[config.mk]
export PLATFORM = sky130hd
export DESIGN_NAME = gcte_front
export DESIGN_NICKNAME = d
export VERILOG_FILES = /design/src/rtl/core/gcte_pkg.sv /design/src/rtl/core/gcte_front.sv
export SDC_FILE = /design/constraint.sdc
export NUM_CORES = 2
export LEC_CHECK = 0
export BUFFER_PORTS_ARGS = -buffer_cell sky130_fd_sc_hd__buf_2
export CORE_ASPECT_RATIO = 1.2
export CORE_MARGIN = 3
export CORE_UTILIZATION = 59
export CTS_BUF_LIST = sky130_fd_sc_hd__clkbuf_2
export CTS_CLUSTER_DIAMETER = 40
export CTS_CLUSTER_SIZE = 20
export DETAILED_ROUTE_END_ITERATION = 10
export PLACE_DENSITY_LB_ADDON = 0.15
export SKIP_CTS_REPAIR_TIMING = 1
export SYNTH_ARGS = -nofsm -noshare
export SYNTH_HDL_FRONTEND = slang
export SYNTH_SLANG_ARGS = --single-unit
[constraint.sdc]
create_clock -name clk_i -period 17.39 [get_ports clk_i]
set_input_delay 3.478 -clock clk_i [delete_from_list [all_inputs] [get_ports clk_i]]
set_output_delay 3.478 -clock clk_i [all_outputs]
set_load 0.05 [all_outputs]
[src/rtl/core/gcte_pkg.sv]
`default_nettype none

package gcte_pkg;

  // Angle format at the ports and CORDIC depth.
  localparam int ANGLE_FRAC_BITS = 16;
  localparam int CORDIC_ITERS    = 24;

  // Beat widths on the two streams.
  localparam int IN_W  = 152;
  localparam int OUT_W = 40;

  // CORDIC datapath width, reduced angle width, folded magnitude width.
  localparam int CW = 34;
  localparam int RW = 27;
  localparam int MW = 24;
  localparam int ZW = 31;

  localparam logic signed [RW-1:0] FULL_DEG  = RW'(360 << ANGLE_FRAC_BITS);
  localparam logic signed [RW-1:0] HALF_DEG  = RW'(180 << ANGLE_FRAC_BITS);
  localparam logic [MW-1:0]        HALF_MAG  = MW'(180 << ANGLE_FRAC_BITS);
  localparam logic [MW-1:0]        QUART_MAG = MW'(90 << ANGLE_FRAC_BITS);
  localparam logic [26:0]          DEG2RAD_Q32 = 27'd74961321;
  localparam int                   RAD_SHIFT = ANGLE_FRAC_BITS + 2;

  localparam logic signed [CW-1:0] GAIN_Q30    = CW'(652032874);
  localparam logic signed [CW-1:0] HALF_PI_Q30 = CW'(1686629713);

  // Square root and population division.
  localparam int          SQRT_BITS = 31;
  localparam int          NUM_W     = 40;
  localparam int          POP_SHIFT = 8;
  localparam int          DIV_BITS  = 17;
  localparam logic [40:0] DIV_D     = 41'd9765625;

  // Queue between front and back.
  localparam int FIFO_DEPTH = 4;
  localparam int FIFO_AW    = 2;

  // Register select (paddr bit 2) and reset values.
  localparam logic        REG_MIN_DIST = 1'b0;
  localparam logic        REG_RADIUS   = 1'b1;
  localparam logic [13:0] MIN_DIST_RST = 14'd100;
  localparam logic [15:0] RADIUS_RST   = 16'd3963;

  // One classified item handed from the front to the back.
  typedef struct packed {
    logic [ZW-1:0]    za;
    logic [ZW-1:0]    zb;
    logic [ZW-1:0]    zd;
    logic             sna;
    logic             cna;
    logic             snb;
    logic             cnb;
    logic             cnd;
    logic [NUM_W-1:0] num;
  } gcte_fe_t;

  typedef struct packed {
    logic signed [CW-1:0] x;
    logic signed [CW-1:0] y;
    logic signed [CW-1:0] z;
  } gcte_xyz_t;

  // Arctangent table, Q30 radians.
  function automatic logic [30:0] atan_q30(input int i);
    logic [30:0] v;
    case (i)
      0:  v = 31'd843314857;
      1:  v = 31'd497837829;
      2:  v = 31'd263043837;
      3:  v = 31'd133525159;
      4:  v = 31'd67021687;
      5:  v = 31'd33543516;
      6:  v = 31'd16775851;
      7:  v = 31'd8388437;
      8:  v = 31'd4194283;
      9:  v = 31'd2097149;
      10: v = 31'd1048576;
      11: v = 31'd524288;
      12: v = 31'd262144;
      13: v = 31'd131072;
      14: v = 31'd65536;
      15: v = 31'd32768;
      16: v = 31'd16384;
      17: v = 31'd8192;
      18: v = 31'd4096;
      19: v = 31'd2048;
      20: v = 31'd1024;
      21: v = 31'd512;
      22: v = 31'd256;
      23: v = 31'd128;
      24: v = 31'd64;
      25: v = 31'd32;
      26: v = 31'd16;
      27: v = 31'd8;
      28: v = 31'd4;
      29: v = 31'd2;
      30: v = 31'd1;
      default: v = 31'd0;
    endcase
    return v;
  endfunction

  // One rotation-mode CORDIC step; shifts are floor shifts.
  function automatic gcte_xyz_t rot_xyz(input gcte_xyz_t v, input int i);
    logic signed [CW-1:0] x, y, z, dx, dy, ang;
    gcte_xyz_t r;
    x   = v.x;
    y   = v.y;
    z   = v.z;
    dx  = y >>> i;
    dy  = x >>> i;
    ang = CW'(atan_q30(i));
    if (z >= 0) begin
      r.x = x - dx;
      r.y = y + dy;
      r.z = z - ang;
    end else begin
      r.x = x + dx;
      r.y = y - dy;
      r.z = z + ang;
    end
    return r;
  endfunction

  // One vectoring-mode CORDIC step, driving y toward zero.
  function automatic gcte_xyz_t vec_xyz(input gcte_xyz_t v, input int i);
    logic signed [CW-1:0] x, y, z, dx, dy, ang;
    gcte_xyz_t r;
    x   = v.x;
    y   = v.y;
    z   = v.z;
    dx  = y >>> i;
    dy  = x >>> i;
    ang = CW'(atan_q30(i));
    if (y >= 0) begin
      r.x = x + dx;
      r.y = y - dy;
      r.z = z + ang;
    end else begin
      r.x = x - dx;
      r.y = y + dy;
      r.z = z - ang;
    end
    return r;
  endfunction

endpackage

`default_nettype wire

[src/rtl/core/gcte_front.sv]
`default_nettype none

module gcte_front import gcte_pkg::*; (
  input  wire logic            clk_i,
  input  wire logic            rst_ni,
  input  wire logic            s_valid_i,
  output logic                 s_ready_o,
  input  wire logic [IN_W-1:0] s_data_i,
  output logic                 fe_valid_o,
  input  wire logic            fe_ready_i,
  output gcte_fe_t             fe_data_o
);

  typedef struct packed {
    logic [MW-1:0] m;
    logic          sn;
    logic          cn;
  } gcte_fold_t;

  // Reduce an angle difference into [-180, 180) degrees.
  function automatic logic signed [RW-1:0] reduce(input logic signed [RW-1:0] v);
    logic signed [RW-1:0] r;
    r = v;
    if (v >= FULL_DEG) begin
      r = v - FULL_DEG;
    end else if (v <= -FULL_DEG) begin
      r = v + FULL_DEG;
    end
    if (r >= HALF_DEG) begin
      r = r - FULL_DEG;
    end else if (r < -HALF_DEG) begin
      r = r + FULL_DEG;
    end
    return r;
  endfunction

  // Fold into the first quadrant and keep the signs of sine and cosine.
  function automatic gcte_fold_t fold(input logic signed [RW-1:0] r);
    logic signed [RW-1:0] a;
    gcte_fold_t f;
    a    = r[RW-1] ? -r : r;
    f.m  = a[MW-1:0];
    f.sn = r[RW-1];
    f.cn = 1'b0;
    if (f.m > QUART_MAG) begin
      f.m  = HALF_MAG - f.m;
      f.cn = 1'b1;
    end
    return f;
  endfunction

  function automatic logic [ZW-1:0] to_rad(input logic [MW-1:0] m);
    logic [50:0] p;
    p = 51'(m) * 51'(DEG2RAD_Q32);
    return p[RAD_SHIFT +: ZW];
  endfunction

  logic                 v1_q, v2_q, v3_q;
  logic                 adv;
  logic signed [RW-1:0] ra_q, rb_q, rd_q;
  logic [47:0]          prod_q;
  gcte_fold_t           fa_q, fb_q, fd_q;
  logic [NUM_W-1:0]     num_q;
  gcte_fe_t             fe_q;

  logic signed [23:0] lat_a, lat_b;
  logic signed [24:0] lon_a, lon_b;
  logic [23:0]        pop_a, pop_b;

  // Unpack the input beat.
  assign lat_a = s_data_i[23:0];
  assign lon_a = s_data_i[48:24];
  assign pop_a = s_data_i[72:49];
  assign lat_b = s_data_i[96:73];
  assign lon_b = s_data_i[121:97];
  assign pop_b = s_data_i[145:122];

  // The three stages move together; the last one holds while the queue is full.
  assign adv        = !v3_q || fe_ready_i;
  assign s_ready_o  = adv;
  assign fe_valid_o = v3_q;
  assign fe_data_o  = fe_q;

  always_ff @(posedge clk_i or negedge rst_ni) begin
    if (!rst_ni) begin
      v1_q <= 1'b0;
      v2_q <= 1'b0;
      v3_q <= 1'b0;
    end else if (adv) begin
      v1_q <= s_valid_i;
      v2_q <= v1_q;
      v3_q <= v2_q;
    end
  end

  // Stage one reduces the angles and forms the population product, stage two
  // folds them, stage three converts degrees to Q30 radians.
  always_ff @(posedge clk_i) begin
    if (adv) begin
      ra_q   <= reduce(RW'(lat_a));
      rb_q   <= reduce(RW'(lat_b));
      rd_q   <= reduce(RW'(lon_a) - RW'(lon_b));
      prod_q <= 48'(pop_a) * 48'(pop_b);
      fa_q   <= fold(ra_q);
      fb_q   <= fold(rb_q);
      fd_q   <= fold(rd_q);
      num_q  <= prod_q[47:POP_SHIFT];
      fe_q.za  <= to_rad(fa_q.m);
      fe_q.zb  <= to_rad(fb_q.m);
      fe_q.zd  <= to_rad(fd_q.m);
      fe_q.sna <= fa_q.sn;
      fe_q.cna <= fa_q.cn;
      fe_q.snb <= fb_q.sn;
      fe_q.cnb <= fb_q.cn;
      fe_q.cnd <= fd_q.cn;
      fe_q.num <= num_q;
    end
  end

endmodule

`default_nettype wire

==> impl_metrics.toml <==
[timing]
period_share_pct = 64.7
period_needed_ns = 11.25
setup_slack_ns = 6.14
finalSetupViolCount = 0
setup_tns_ns = 0
skew_ns = 0.163
slew_headroom_pct = 30.4
fmax_mhz = 88.9
rsz0062_at_grt = "no"
hold_viol = 0
timing.hold.ws_ns = 0.349
worst_pin_slew_ns = 1.04
final_max_slew_viol_count = 0

[place]
dpl.hpwl_um = 120000
io_buffers = 289
dpl_worst_slack_ns = 4.74
place_area_sq_um = 67500
gp_congestion = 0.945

[layout]
nets = 8638
stdcell_area_sq_um = 68400
syn_to_final_growth_pct = 5.68
final_layout_size_suffix_gt1_share_pct = 7.72

[worst_setup_path]
critPathRequiredTime_ns = 18.57
worstPathMaxFanout = 24
r2r-end = "fe_data_o[106]"
r2r-start = "fb_q[6]"
startpoint = "s_data_i[125]"
critPathKind = "in2reg"
cp-endpoint = "prod_q[47]"
slowest_delay_ns = 0.65
reg2reg_setup_slack_ns = 8.76
start_kind = "input port"
worstPathArrival_ns = 12.42
cp_slowest_cell = "o31ai_1"
cp-end-kind = "flip-flop"
cpMostUsedCell = "fa_1"
worstRegToRegCells = 28

[clock_tree]
cts_inserted_buffers = 59
clk_latency_ns = 1.41
cts.sinks = 373
cts_tree = "yes"
clk_path_buf_depth = 3
clk_pin_slew_ns = 0.24
cts_root_buf = "clkbuf_2"
h-tree-depth = 2

[global_routing]
grtUsageTotal_pct = 27.0
grt_pass1_wl_um = 240000
grt_pass1_vias = 46000
grt_remaining_overflow = 0
antenna_found_initial = 10
grt_max_degree = 77

[min_path]
hold_path.class = "reg2reg"

[routing]
vias_per_cell = 5.35
drt-initial-drc-count = 1914
first_pass_iters = 6
via_count = 42000
routed_wl_um = 145000
drcViolationCount = 0
wl_per_cell_um = 18.5
antenna_left = 0

[floorplan]
die_area_sq_um = 114000
ioPinCount = 296
die_y_um = 369
start_util_pct = 59.8
rows = 132
fp.coreArea_sq_um = 108000
die-width_um = 308

[synthesis]
synth_cells = 6158
yosys_most_used_dff = "edfxtp_1"
yosysWarnings = 0
syn_area_sq_um = 64700
async_reset_ff_share_pct = 0.804
synth-edff-count = 370
syn_nets = 8419
synth_cell_types = 110
avgSynthCellArea_sq_um = 10.5
ys_seq_elements = 373
seq_area_frac_synth_pct = 17.3

[flow_run]
maxCapViolations = 0

[run_status]
outcome = "completed"
## how the worst min path moves through the flow
| stage | startpoint | endpoint | slack, ns | cells past startpoint |
|---|---|---|---|---|
| after global routing | prod_q[13] | num_q[5] | 0.35 | 0 |
| final | prod_q[13] | num_q[5] | 0.35 | 0 |
| after CTS | prod_q[13] | num_q[5] | 0.36 | 0 |
| after detailed placement | num_q[25] | fe_data_o[25] | 0.40 | 0 |
| after global placement | prod_q[41] | num_q[33] | 0.40 | 0 |
| after floorplan | num_q[0] | fe_data_o[0] | 0.40 | 0 |
## registers in the layout, summed over array words and instances (netlist names), 26 cells and up
register and count:
num_q 40, fb_q 26, fe_data_o 138, fa_q 26
prod_q 40
## per-layer routing
layer / part of all wire, % / vias up / global-route usage [%]
met5: 0.0090 / - / 0
met4: 3.2 / 2 / 8.14
met3: 5.8 / 244 / 3.66
met2: 50 / 1074 / 46.9
met1: 41 / 21100 / 35.4
li1: - / 19500 / -
## worst max-delay path: cells and delay by family
kind,cells,cell delay [ns]
buf+inv,6,0.81
simple gates,2,0.32
compound gates,13,3.84
fa+ha+maj,8,3.96
## area by class of cell
class | instances | area [sq um]
multi-input combinational | 4035 | 46900
fill | 8993 | 39900
sequential | 373 | 11200
inverter | 1600 | 6010
tap | 1407 | 1760
timing repair buffer | 308 | 1590
clock inverter | 51 | 639
clock buffer | 60 | 300
antenna | 8 | 20.0
## cells in the mapped netlist (all sizes together), types with 6 or more instances
library cell | number | area (sq um)
inv | 1600 | 6010
fa | 1187 | 23800
ha | 918 | 11500
nand2 | 407 | 1540
edfxtp | 370 | 11100
and2 | 310 | 1940
nor2 | 174 | 658
xnor2 | 148 | 1310
clkbuf | 142 | 584
xor2 | 119 | 1040
a21oi | 116 | 614
o21ai | 90 | 454
a21o | 64 | 482
nor3 | 57 | 290
nand3 | 37 | 195
o21a | 36 | 270
o31ai | 34 | 302
nor2b | 33 | 206
or3 | 32 | 203
nand4 | 24 | 150
nand2b | 23 | 144
or2 | 20 | 125
a31oi | 19 | 125
a211oi | 16 | 143
nor4 | 15 | 115
and3 | 14 | 90.1
o41ai | 11 | 96.3
or4 | 11 | 86.3
a21boi | 9 | 71.3
buf | 8 | 56.3
mux2i | 8 | 80.1
o21bai | 8 | 60.1
a211o | 7 | 63.8
nor3b | 6 | 45.0
o211ai | 6 | 45.0
## cell families (layout without fill, tap and decap cells)
| group | after synthesis | in the layout | synth area share [%] |
|---|---|---|---|
| adders and majority gates | 2106 | 2106 | 54.5 |
| buffers and inverters | 1750 | 2019 | 10.3 |
| and+or+nand+nor | 1181 | 1181 | 9.18 |
| AOI/OAI and AO/OA | 468 | 468 | 4.98 |
| DFF | 373 | 373 | 17.3 |
| xor gates and xnor gates | 267 | 267 | 3.64 |
| muxes | 13 | 13 | 0.211 |
| other | 0 | 8 | 0 |
## stage by stage
step           cells  util, %
3_5_place_dp    7723     62.3
6_report        7842     63.2
3_3_place_gp    7723     62.3
4_1_cts         7834     63.1
5_1_grt         7841     63.1
2_1_floorplan   6158        -
## layout by cell type, fill, tap and decap left out, types with 11 or more instances in the layout
master,count
edfxtp_1,370
nor4_1,13
a21oi_1,109
nand2_1,406
inv_1,1597
buf_2,289
or3_1,30
o31ai_1,30
and2_1,308
buf_4,19
or2_2,17
nor2_1,172
and3_1,12
o21ai_0,80
nand3_1,35
a21o_1,63
a31oi_1,18
nor3_1,56
a211oi_1,13
nand4_1,24
xnor2_1,146
nor2b_1,33
xor2_1,119
ha_1,918
clkbuf_2,60
nand2b_1,22
o41ai_1,11
inv_6,11
o21a_1,36
fa_1,1187
Power is left out: the tool's default activity adds up to more than one toggle a clock period on the data nets, which glitch-free logic cannot reach.
