**config.mk**
```make
export PLATFORM = sky130hd
export DESIGN_NAME = gcte_fifo
export DESIGN_NICKNAME = d
export VERILOG_FILES = /design/src/rtl/core/gcte_pkg.sv /design/src/rtl/core/gcte_fifo.sv
export SDC_FILE = /design/constraint.sdc
export NUM_CORES = 1
export LEC_CHECK = 0
export BUFFER_PORTS_ARGS = -buffer_cell sky130_fd_sc_hd__buf_4
export CORE_AREA = 3 3 235 180
export DETAILED_ROUTE_END_ITERATION = 16
export DIE_AREA = 0 0 238 183
export PLACE_DENSITY = 0.7
export SLEW_MARGIN = 10
export SYNTH_ARGS = -nofsm -noshare
export SYNTH_HDL_FRONTEND = slang
export SYNTH_SLANG_ARGS = --single-unit
```
**constraint.sdc**
```tcl
create_clock -name clk_i -period 4.6 [get_ports clk_i]
set_input_delay 0.92 -clock clk_i [delete_from_list [all_inputs] [get_ports clk_i]]
set_output_delay 0.92 -clock clk_i [all_outputs]
set_load 0.05 [all_outputs]
```
**src/rtl/core/gcte_pkg.sv**
```systemverilog
`default_nettype none

package gcte_pkg;

  // Angle format at the ports and CORDIC depth.
  localparam int ANGLE_FRAC_BITS = 16;
  localparam int CORDIC_ITERS    = 24;

  // Beat widths on the two streams.
  localparam int IN_W  = 152;
  localparam int OUT_W = 40;

  // CORDIC datapath width, reduced angle width, folded magnitude width.
  localparam int CW = 34;
  localparam int RW = 27;
  localparam int MW = 24;
  localparam int ZW = 31;

  localparam logic signed [RW-1:0] FULL_DEG  = RW'(360 << ANGLE_FRAC_BITS);
  localparam logic signed [RW-1:0] HALF_DEG  = RW'(180 << ANGLE_FRAC_BITS);
  localparam logic [MW-1:0]        HALF_MAG  = MW'(180 << ANGLE_FRAC_BITS);
  localparam logic [MW-1:0]        QUART_MAG = MW'(90 << ANGLE_FRAC_BITS);
  localparam logic [26:0]          DEG2RAD_Q32 = 27'd74961321;
  localparam int                   RAD_SHIFT = ANGLE_FRAC_BITS + 2;

  localparam logic signed [CW-1:0] GAIN_Q30    = CW'(652032874);
  localparam logic signed [CW-1:0] HALF_PI_Q30 = CW'(1686629713);

  // Square root and population division.
  localparam int          SQRT_BITS = 31;
  localparam int          NUM_W     = 40;
  localparam int          POP_SHIFT = 8;
  localparam int          DIV_BITS  = 17;
  localparam logic [40:0] DIV_D     = 41'd9765625;

  // Queue between front and back.
  localparam int FIFO_DEPTH = 4;
  localparam int FIFO_AW    = 2;

  // Register select (paddr bit 2) and reset values.
  localparam logic        REG_MIN_DIST = 1'b0;
  localparam logic        REG_RADIUS   = 1'b1;
  localparam logic [13:0] MIN_DIST_RST = 14'd100;
  localparam logic [15:0] RADIUS_RST   = 16'd3963;

  // One classified item handed from the front to the back.
  typedef struct packed {
    logic [ZW-1:0]    za;
    logic [ZW-1:0]    zb;
    logic [ZW-1:0]    zd;
    logic             sna;
    logic             cna;
    logic             snb;
    logic             cnb;
    logic             cnd;
    logic [NUM_W-1:0] num;
  } gcte_fe_t;

  typedef struct packed {
    logic signed [CW-1:0] x;
    logic signed [CW-1:0] y;
    logic signed [CW-1:0] z;
  } gcte_xyz_t;

  // Arctangent table, Q30 radians.
  function automatic logic [30:0] atan_q30(input int i);
    logic [30:0] v;
    case (i)
      0:  v = 31'd843314857;
      1:  v = 31'd497837829;
      2:  v = 31'd263043837;
      3:  v = 31'd133525159;
      4:  v = 31'd67021687;
      5:  v = 31'd33543516;
      6:  v = 31'd16775851;
      7:  v = 31'd8388437;
      8:  v = 31'd4194283;
      9:  v = 31'd2097149;
      10: v = 31'd1048576;
      11: v = 31'd524288;
      12: v = 31'd262144;
      13: v = 31'd131072;
      14: v = 31'd65536;
      15: v = 31'd32768;
      16: v = 31'd16384;
      17: v = 31'd8192;
      18: v = 31'd4096;
      19: v = 31'd2048;
      20: v = 31'd1024;
      21: v = 31'd512;
      22: v = 31'd256;
      23: v = 31'd128;
      24: v = 31'd64;
      25: v = 31'd32;
      26: v = 31'd16;
      27: v = 31'd8;
      28: v = 31'd4;
      29: v = 31'd2;
      30: v = 31'd1;
      default: v = 31'd0;
    endcase
    return v;
  endfunction

  // One rotation-mode CORDIC step; shifts are floor shifts.
  function automatic gcte_xyz_t rot_xyz(input gcte_xyz_t v, input int i);
    logic signed [CW-1:0] x, y, z, dx, dy, ang;
    gcte_xyz_t r;
    x   = v.x;
    y   = v.y;
    z   = v.z;
    dx  = y >>> i;
    dy  = x >>> i;
    ang = CW'(atan_q30(i));
    if (z >= 0) begin
      r.x = x - dx;
      r.y = y + dy;
      r.z = z - ang;
    end else begin
      r.x = x + dx;
      r.y = y - dy;
      r.z = z + ang;
    end
    return r;
  endfunction

  // One vectoring-mode CORDIC step, driving y toward zero.
  function automatic gcte_xyz_t vec_xyz(input gcte_xyz_t v, input int i);
    logic signed [CW-1:0] x, y, z, dx, dy, ang;
    gcte_xyz_t r;
    x   = v.x;
    y   = v.y;
    z   = v.z;
    dx  = y >>> i;
    dy  = x >>> i;
    ang = CW'(atan_q30(i));
    if (y >= 0) begin
      r.x = x + dx;
      r.y = y - dy;
      r.z = z + ang;
    end else begin
      r.x = x - dx;
      r.y = y + dy;
      r.z = z - ang;
    end
    return r;
  endfunction

endpackage

`default_nettype wire

```
**src/rtl/core/gcte_fifo.sv**
```systemverilog
`default_nettype none

module gcte_fifo import gcte_pkg::*; (
  input  wire logic     clk_i,
  input  wire logic     rst_ni,
  input  wire logic     push_i,
  input  gcte_fe_t      push_data_i,
  output logic          ready_o,
  input  wire logic     pop_i,
  output logic          valid_o,
  output gcte_fe_t      pop_data_o
);

  gcte_fe_t             mem_q [FIFO_DEPTH];
  logic [FIFO_AW-1:0]   wptr_q, rptr_q;
  logic [FIFO_AW:0]     cnt_q;
  logic                 do_push, do_pop;

  assign ready_o    = cnt_q != (FIFO_AW+1)'(FIFO_DEPTH);
  assign valid_o    = cnt_q != '0;
  assign pop_data_o = mem_q[rptr_q];
  assign do_push    = push_i && ready_o;
  assign do_pop     = pop_i && valid_o;

  // Pointers and fill level.
  always_ff @(posedge clk_i or negedge rst_ni) begin
    if (!rst_ni) begin
      wptr_q <= '0;
      rptr_q <= '0;
      cnt_q  <= '0;
    end else begin
      if (do_push) begin
        wptr_q <= wptr_q + 1'b1;
      end
      if (do_pop) begin
        rptr_q <= rptr_q + 1'b1;
      end
      cnt_q <= cnt_q + (FIFO_AW+1)'(do_push) - (FIFO_AW+1)'(do_pop);
    end
  end

  always_ff @(posedge clk_i) begin
    if (do_push) begin
      mem_q[wptr_q] <= push_data_i;
    end
  end

endmodule

`default_nettype wire

```
==> reports/qor.yml, run 1 <==
post_cts_buffers: 0
cp_num_buf_inv: 3
synth_cells: 762
dr_wl_met2_mm: 18.3
start_util: 0.506
worstPathRequired_ps: 3680
critPathLaunch: "rptr_q[0]"
relSlewSlack: 0.313
gp_congestion: 0.715
syn_nets: 911
cts_sinks: 559
finalNetCount: 1233
cp-start-kind: "flop"
drc: 0
grt-ovfl-total: 0
ant_nets: 0
cts-hold-fix-buffers: 0
avgSynthCellArea_um2: 26.7
cts_buffer_depth: 3
drtIter0Drc: 664
cp_max_fo: 25
slew_viol_final: 0
num_io_pins: 282
worstSetupPathType: "reg2out"
peakVddDrop_mv: 0.485
clk_pin_slew_ps: 60
grt_usage: 0.178
reg2reg_depth: 9
wl_per_cell_um: 23.3
grt_pass1_wl_mm: 58.6
port_buffers: 281
tns_ps: 0
maxCapViolCount: 0
drt_first_pass_iters: 4
cpMostUsedCell: "buf_4"
worst-r2r-setup-slack_ps: 1910
cts-root-buf: "clkbuf_16"
grt_start_max_net_pins: 139
path_cells: "buf_12 > buf_4 > mux4_2 > buf_4"
max_freq_ghz: 0.284
insertion_delay_ps: 560
tightest_slew_ps: 1030
finalCoreUtilization: 0.617
worst_slack_ps: 1080
dr_total_vias: 9031
die_w_um: 238
critPathMaxStageDelay_ps: 700
top_layer: "met4"
setup_violations: 0
num-fill-cells: 2689
post-place-ws_ps: 1600
vias_per_cell: 5.46
ctsResizeCount: 0
finish.instance_area_um2: 24800
wl_met1_mm: 16.1
outcome: "finished, final reports clean"
fin_crit_ps: 3520
core.rowCount: 64
hold_path_class: "in2async"
ys_warn_count: 0
cp_top_family: "buffers and inverters"
synth_cell_type_count: 23
synthesis.area_um2: 20400
slowest_stage: "dfrtp_4"
cts_made_buffers: 53
cts_max_level: 2
power_density_nw_per_um2: 756
hold_viol: 0
place_area_um2: 23200
die_y_um: 183
hpwl_mm: 22.7
worstSetupEndpointType: "output port"
drt-total-wl_mm: 38.6
core_um2: 40300
arrival_ps: 2600
area.growth.synth_to_final_pct: 22.0
dieArea_um2: 43600
drive_gt1_frac: 0.456
power.total_mw: 18.8
yosysSeqAreaShare: 0.822
rr_endpoint: "cnt_q[2]"
wl_met3_mm: 3.30
ys_ff_latch: 559
grt_pass1_vias: 9529
r2r_start: "cnt_q[1]"
antenna_found_initial: 2
fin_worst_skew_ps: 19.6
rsz0062_at_grt: "no"
cts_tree: "yes"
fin_crit_sh: 0.765
p_leak_nw: 8.43
[sequential cells by signal, summed over array words and instances (netlist names)]
signal / flops
wptr_q: 2
rptr_q: 2
mem_q: 552
cnt_q: 3
[Yosys cell counts]
master     instances  area (um^2)
fa_1               1         20.0
mux4_2           138         3110
nand2_1            1         3.75
nand4bb_1          2         22.5
dfrtp_1            7          175
and3b_1            4         35.0
buf_1              1         3.75
buf_6             11          124
nand2b_1           4         25.0
ha_1               6         75.1
clkbuf_1           2         7.51
o211ai_1           2         15.0
or3_1              1         6.26
xnor2_1            3         26.3
buf_2             14         70.1
o31a_1             1         8.76
buf_4              2         15.0
inv_1              6         22.5
o311ai_0           1         8.76
nor3b_1            1         7.51
xor2_1             1         8.76
clkbuf_2           1         5.00
edfxtp_1         552        16600
[area by class of cell]
type | instances | area [um^2] | share of cell area
multi-input combinational | 166 | 3390 | 0.136
antenna | 2 | 5.00 | 0.000201
tap | 528 | 661 | 0.0266
clock buffer | 62 | 1400 | 0.0564
inverter | 6 | 22.5 | 0.000906
timing repair buffer | 298 | 2350 | 0.0946
clock inverter | 34 | 263 | 0.0106
sequential | 559 | 16800 | 0.674
[per-stage QoR]
stage	cells	hold WS [ps]
global route	1655	136
finish	1655	160
global placement	1557	572
detailed placement	1557	607
floorplan	762	543
CTS	1653	129
[metal layers]
metal	up-vias	global-route usage
met5	-	0
met4	0	0.0479
met3	67	0.0487
met2	284	0.277
met1	4721	0.255
li1	3959	-
[cells by family (layout without fill, tap and decap cells)]
kind of cell | after synthesis | count (layout) | synth area share
compound gates | 4 | 4 | 0.00160
xor+xnor | 4 | 4 | 0.00172
fa+ha+maj | 7 | 7 | 0.00467
buf+inv | 37 | 400 | 0.0122
flops | 559 | 559 | 0.822
mux | 138 | 138 | 0.153
other cells | 0 | 2 | 0
simple gates | 13 | 13 | 0.00491
[worst max-delay path by stage]
stage	to	slack [ps]	depth (start not counted)
after floorplan	mem_q[0][0]	1500	1
after global routing	pop_data_o[10]	880	4
after global placement	pop_data_o[62]	1640	4
after detailed placement	pop_data_o[10]	1600	4
final	pop_data_o[54]	1080	4
after CTS	pop_data_o[10]	980	4
[cells in the final DEF (no fill, tap or decap), types with 4 or more instances in the layout]
cell / n
edfxtp_1: 552
buf_4: 289
mux4_2: 138
clkbuf_16: 55
clkinv_1: 18
buf_12: 9
clkinv_2: 8
clkbuf_1: 7
inv_1: 6
ha_1: 6
dfrtp_1: 5
nand2b_1: 4
and3b_4: 4
bufinv_16: 4
[report_power, final]
| group | switching, mW | internal [mW] | total (mW) | leakage [nW] |
|---|---|---|---|---|
| clock network | 1.75 | 2.39 | 4.14 | 0.819 |
| registers | 0.377 | 6.72 | 7.10 | 5.14 |
| logic | 4.94 | 2.60 | 7.54 | 2.48 |
| total | 7.06 | 11.7 | 18.8 | 8.43 |
No activity file was read; power rests on OpenSTA's default activity.
==> run 2: changes to the inputs <==
--- a/config.mk
+++ b/config.mk
@@ -6,9 +6,9 @@
 export NUM_CORES = 1
 export LEC_CHECK = 0
 export BUFFER_PORTS_ARGS = -buffer_cell sky130_fd_sc_hd__buf_4
-export CORE_AREA = 3 3 235 180
+export CORE_AREA = 3 3 231 176
 export DETAILED_ROUTE_END_ITERATION = 16
-export DIE_AREA = 0 0 238 183
+export DIE_AREA = 0 0 234 179
 export PLACE_DENSITY = 0.7
 export SLEW_MARGIN = 10
 export SYNTH_ARGS = -nofsm -noshare
==> constraint.sdc (replaced) <==
create_clock -name clk_i -period 3.5 [get_ports clk_i]
set_input_delay 0.7 -clock clk_i [delete_from_list [all_inputs] [get_ports clk_i]]
set_output_delay 0.7 -clock clk_i [all_outputs]
set_load 0.05 [all_outputs]
==> run 2 against run 1 <==
Critical path type unchanged. Sequential cell count unchanged. Largest cell class unchanged. Highest routed layer is now met5. Register-to-register slack got worse by 1100 ps. Cell count decreased by 1.3%. Clock-buffer cell count increased by 7. Critical endpoint is now pop_data_o[9]. Wire length increased by 0.94%. Critical path depth decreased by 1.
==> reports/qor.yml, run 2 (same netlist as run 1, synthesis figures left out) <==
die_y_um: 179
dieArea_um2: 41900
path_cells: "buf_12 > mux4_2 > buf_4"
start_util: 0.530
power.total_mw: 24.3
cp_num_buf_inv: 2
tightest_slew_ps: 799
drtIter0Drc: 678
grt_usage: 0.188
drive_gt1_frac: 0.450
grt_start_max_net_pins: 83
setup_violations: 0
worstPathRequired_ps: 2800
cts_max_level: 2
outcome: "finished, final reports clean"
post_cts_buffers: 0
grt-ovfl-total: 0
port_buffers: 281
num-fill-cells: 2495
cp-start-kind: "flop"
drt-total-wl_mm: 38.9
rsz0062_at_grt: "no"
final_common_cell: "edfxtp_1"
core_um2: 38400
insertion_delay_ps: 550
num_io_pins: 282
slew_viol_final: 0
core.rowCount: 62
max_freq_ghz: 0.328
cp_max_fo: 46
grt_pass1_wl_mm: 58.4
worstSetupEndpointType: "output port"
drt_first_pass_iters: 5
relSlewSlack: 0.466
gp_congestion: 0.712
holdWs_ps: 339
arrival_ps: 2350
hold_viol: 0
grt_pass1_vias: 9591
post-place-ws_ps: 853
fin_crit_ps: 3050
worstSetupPathType: "reg2out"
cts_tree: "yes"
layout_common_cells: "edfxtp_1, buf_4, mux4_2"
area.growth.synth_to_final_pct: 21.5
p_leak_nw: 8.38
hold_path_class: "in2reg"
multi_input_area_um2: 3390
die_w_um: 234
cts_sinks: 559
hpwl_mm: 23.7
cp_top_family: "multiplexers"
fin_worst_skew_ps: 10.6
cts_buffer_depth: 3
largest_reg_flops: 552
tns_ps: 0
finalNetCount: 1233
worst_slack_ps: 454
power_density_nw_per_um2: 983
drc: 0
antenna_found_initial: 1
cts-root-buf: "clkbuf_16"
vias_per_cell: 5.51
maxCapViolCount: 0
top_register: "mem_q"
register_area_um2: 16800
cts_made_buffers: 51
slowest_stage: "mux4_2"
reg_top3: "mem_q x552, cnt_q x3"
fin_crit_sh: 0.870
peakVddDrop_mv: 0.614
dr_total_vias: 9001
wl_per_cell_um: 23.8
ant_nets: 0
finalCoreUtilization: 0.644
critPathMaxStageDelay_ps: 580
ctsResizeCount: 0
clk_pin_slew_ps: 70
-- run 2: final timing paths --
| check | start | end | slack, ps | cells after the start |
|---|---|---|---|---|
| worst min register to register | wptr_q[1] | wptr_q[1] | 600 | 2 |
| worst max-delay path | rptr_q[0] | pop_data_o[9] | 450 | 3 |
| worst max register to register | cnt_q[1] | cnt_q[2] | 850 | 9 |
| min in group asynchronous | rst_ni | cnt_q[2] | 520 | 2 |
| max in group asynchronous | rst_ni | rptr_q[0] | 2820 | 2 |
| worst min-delay path | push_data_i[97] | mem_q[0][97] | 340 | 1 |
-- run 2: power breakdown --
| group | internal (mW) | switching, mW | total, mW |
|---|---|---|---|
| combinational | 3.45 | 6.65 | 10.1 |
| sequential | 8.81 | 0.333 | 9.15 |
| clock | 2.83 | 2.24 | 5.07 |
-- run 2: timing repair --
| item | 4_1_cts | 5_1_grt |
|---|---|---|
| endpoints found under the hold margin | 7 | 0 |
| setup endpoints to repair | 0 | 0 |
| hold buffers | 1 | 0 |
-- run 2: metal layers --
layer	part of all wire	global-route usage	wire, um	vias to the layer above
met3	0.080	0.0591	3130	58
met4	0.017	0.0446	669	2
met1	0.41	0.260	15800	4723
met2	0.50	0.297	19300	266
met5	0.00028	0	11	-
li1	-	-	-	3952
-- run 2: final cells by class --
cell class / instances / share of cell area
Antenna cell: 1 / 0.000101
Inverter: 6 / 0.000910
Clock inverter: 21 / 0.00480
Multi-Input combinational cell: 166 / 0.137
Tap cell: 512 / 0.0259
Timing Repair Buffer: 300 / 0.0982
Clock buffer: 69 / 0.0560
Sequential cell: 559 / 0.677
-- run 2: stage by stage --
stage,instances,instance area (um^2)
5_1_grt,1633,24700
4_1_cts,1633,24700
6_report,1634,24700
3_5_place_dp,1542,23200
3_3_place_gp,1542,23200
2_1_floorplan,762,20400
==> run 3: changes to the inputs <==
--- a/config.mk
+++ b/config.mk
@@ -9,6 +9,7 @@
 export CORE_AREA = 3 3 231 176
 export DETAILED_ROUTE_END_ITERATION = 16
 export DIE_AREA = 0 0 234 179
+export MAX_ROUTING_LAYER = met4
 export PLACE_DENSITY = 0.7
 export SLEW_MARGIN = 10
 export SYNTH_ARGS = -nofsm -noshare
==> run 3 against run 2 <==
Non-clock buffer count did not move. Cell count barely moved. Design area about the same. Sequential share of layout area about the same. Sequential power about the same. Worst hold slack got worse by 4.8 ps. Critical path type unchanged. Largest power group unchanged. Highest routed layer is now met4.
==> reports/qor.yml, run 3 (same netlist as run 1, synthesis figures left out) <==
outcome: "finished, final reports clean"
max_freq_ghz: 0.329
worstSetupEndpointType: "output port"
hold_viol: 0
met3_usage: 0.0570
drt-total-wl_mm: 39.0
cts_made_buffers: 51
ctsResizeCount: 0
power.total_mw: 24.3
tns_ps: 0
cts_tree: "yes"
setup_violations: 0
finalNetCount: 1233
grt_pass1_vias: 9586
arrival_ps: 2340
drtIter0Drc: 649
peakVddDrop_mv: 0.611
worstPathRequired_ps: 2800
port_buffers: 281
reg_top3: "mem_q x552, cnt_q x3"
die_y_um: 179
vias_per_cell: 5.48
fin_worst_skew_ps: 12.0
grt_start_max_net_pins: 83
fin_crit_ps: 3040
tightest_slew_ps: 792
gp_congestion: 0.720
core_um2: 38400
grt_util_met1: 0.261
grt_usage: 0.194
reg2reg_depth: 9
grt_use_met2: 0.299
hold_path_class: "in2reg"
power_density_nw_per_um2: 983
die_w_um: 234
dr_total_vias: 8958
worstSetupPathType: "reg2out"
cp-start-kind: "flop"
core.rowCount: 62
wl_per_cell_um: 23.8
clk_pin_slew_ps: 70
final_common_cell: "edfxtp_1"
start_util: 0.530
num_io_pins: 282
insertion_delay_ps: 560
area.growth.synth_to_final_pct: 21.5
grt_pass1_wl_mm: 58.4
min_path_cells: 1
cts_max_level: 2
cp_max_fo: 46
relSlewSlack: 0.471
slew_viol_final: 0
hpwl_mm: 23.7
grt-ovfl-total: 0
grt-busiest-layer: "met2"
top_register: "mem_q"
cts-root-buf: "clkbuf_16"
antenna_found_initial: 1
rsz0062_at_grt: "no"
fin_crit_sh: 0.868
cts_buffer_depth: 3
drive_gt1_frac: 0.450
maxCapViolCount: 0
post_cts_buffers: 0
p_leak_nw: 8.38
largest_reg_flops: 552
dieArea_um2: 41900
ant_nets: 0
drc: 0
cts_sinks: 559
layout_common_cells: "edfxtp_1, buf_4, mux4_2"
drt_first_pass_iters: 6
## run 3: worst max-delay path, cell delays in order (launching register included)
cell and delay [ps]:
dfrtp_4 560, buf_12 360, mux4_2 580, buf_4 210
## run 3: power by group
| part | internal (mW) | switching [mW] | total [mW] |
|---|---|---|---|
| Sequential | 8.81 | 0.334 | 9.15 |
| Clock | 2.83 | 2.24 | 5.07 |
| Combinational | 3.45 | 6.65 | 10.1 |
## run 3: final cells by class
class | count | area, um^2
timing repair buffer | 300 | 2430
antenna | 2 | 5.00
fill | 2495 | 13700
inverter | 6 | 22.5
multi-input combinational | 166 | 3390
clock inverter | 21 | 119
sequential | 559 | 16800
tap | 512 | 641
clock buffer | 69 | 1390
## run 3: final timing paths
check	start	end	slack [ps]
max reg2reg	cnt_q[1]	cnt_q[2]	850
min	push_data_i[97]	mem_q[0][97]	330
max in group asynchronous	rst_ni	rptr_q[0]	2820
max	rptr_q[0]	pop_data_o[9]	460
min in group asynchronous	rst_ni	cnt_q[2]	520
min reg2reg	wptr_q[1]	wptr_q[1]	600
## run 3: layer usage
layer | vias up | share of wire
met4 | 0 | 0.018
met3 | 60 | 0.078
li1 | 3949 | -
met2 | 255 | 0.50
met1 | 4694 | 0.41
met5 | - | 0
## run 3: what timing repair did
item,in CTS,in global routing
endpoints found under the setup margin,0,0
endpoints found under the hold margin,7,0
hold buffers,1,0
## run 3: per-stage QoR
stage               hold WS, ps  setup slack [ps]  area [um^2]  std cells  utilization
CTS                         295               378        24700       1633        0.644
global placement            528               930        23200       1542        0.605
floorplan                   404               623        20400        762            -
finish                      334               461        24700       1635        0.644
detailed placement          529               853        23200       1542        0.605
global route                300               307        24700       1634        0.644
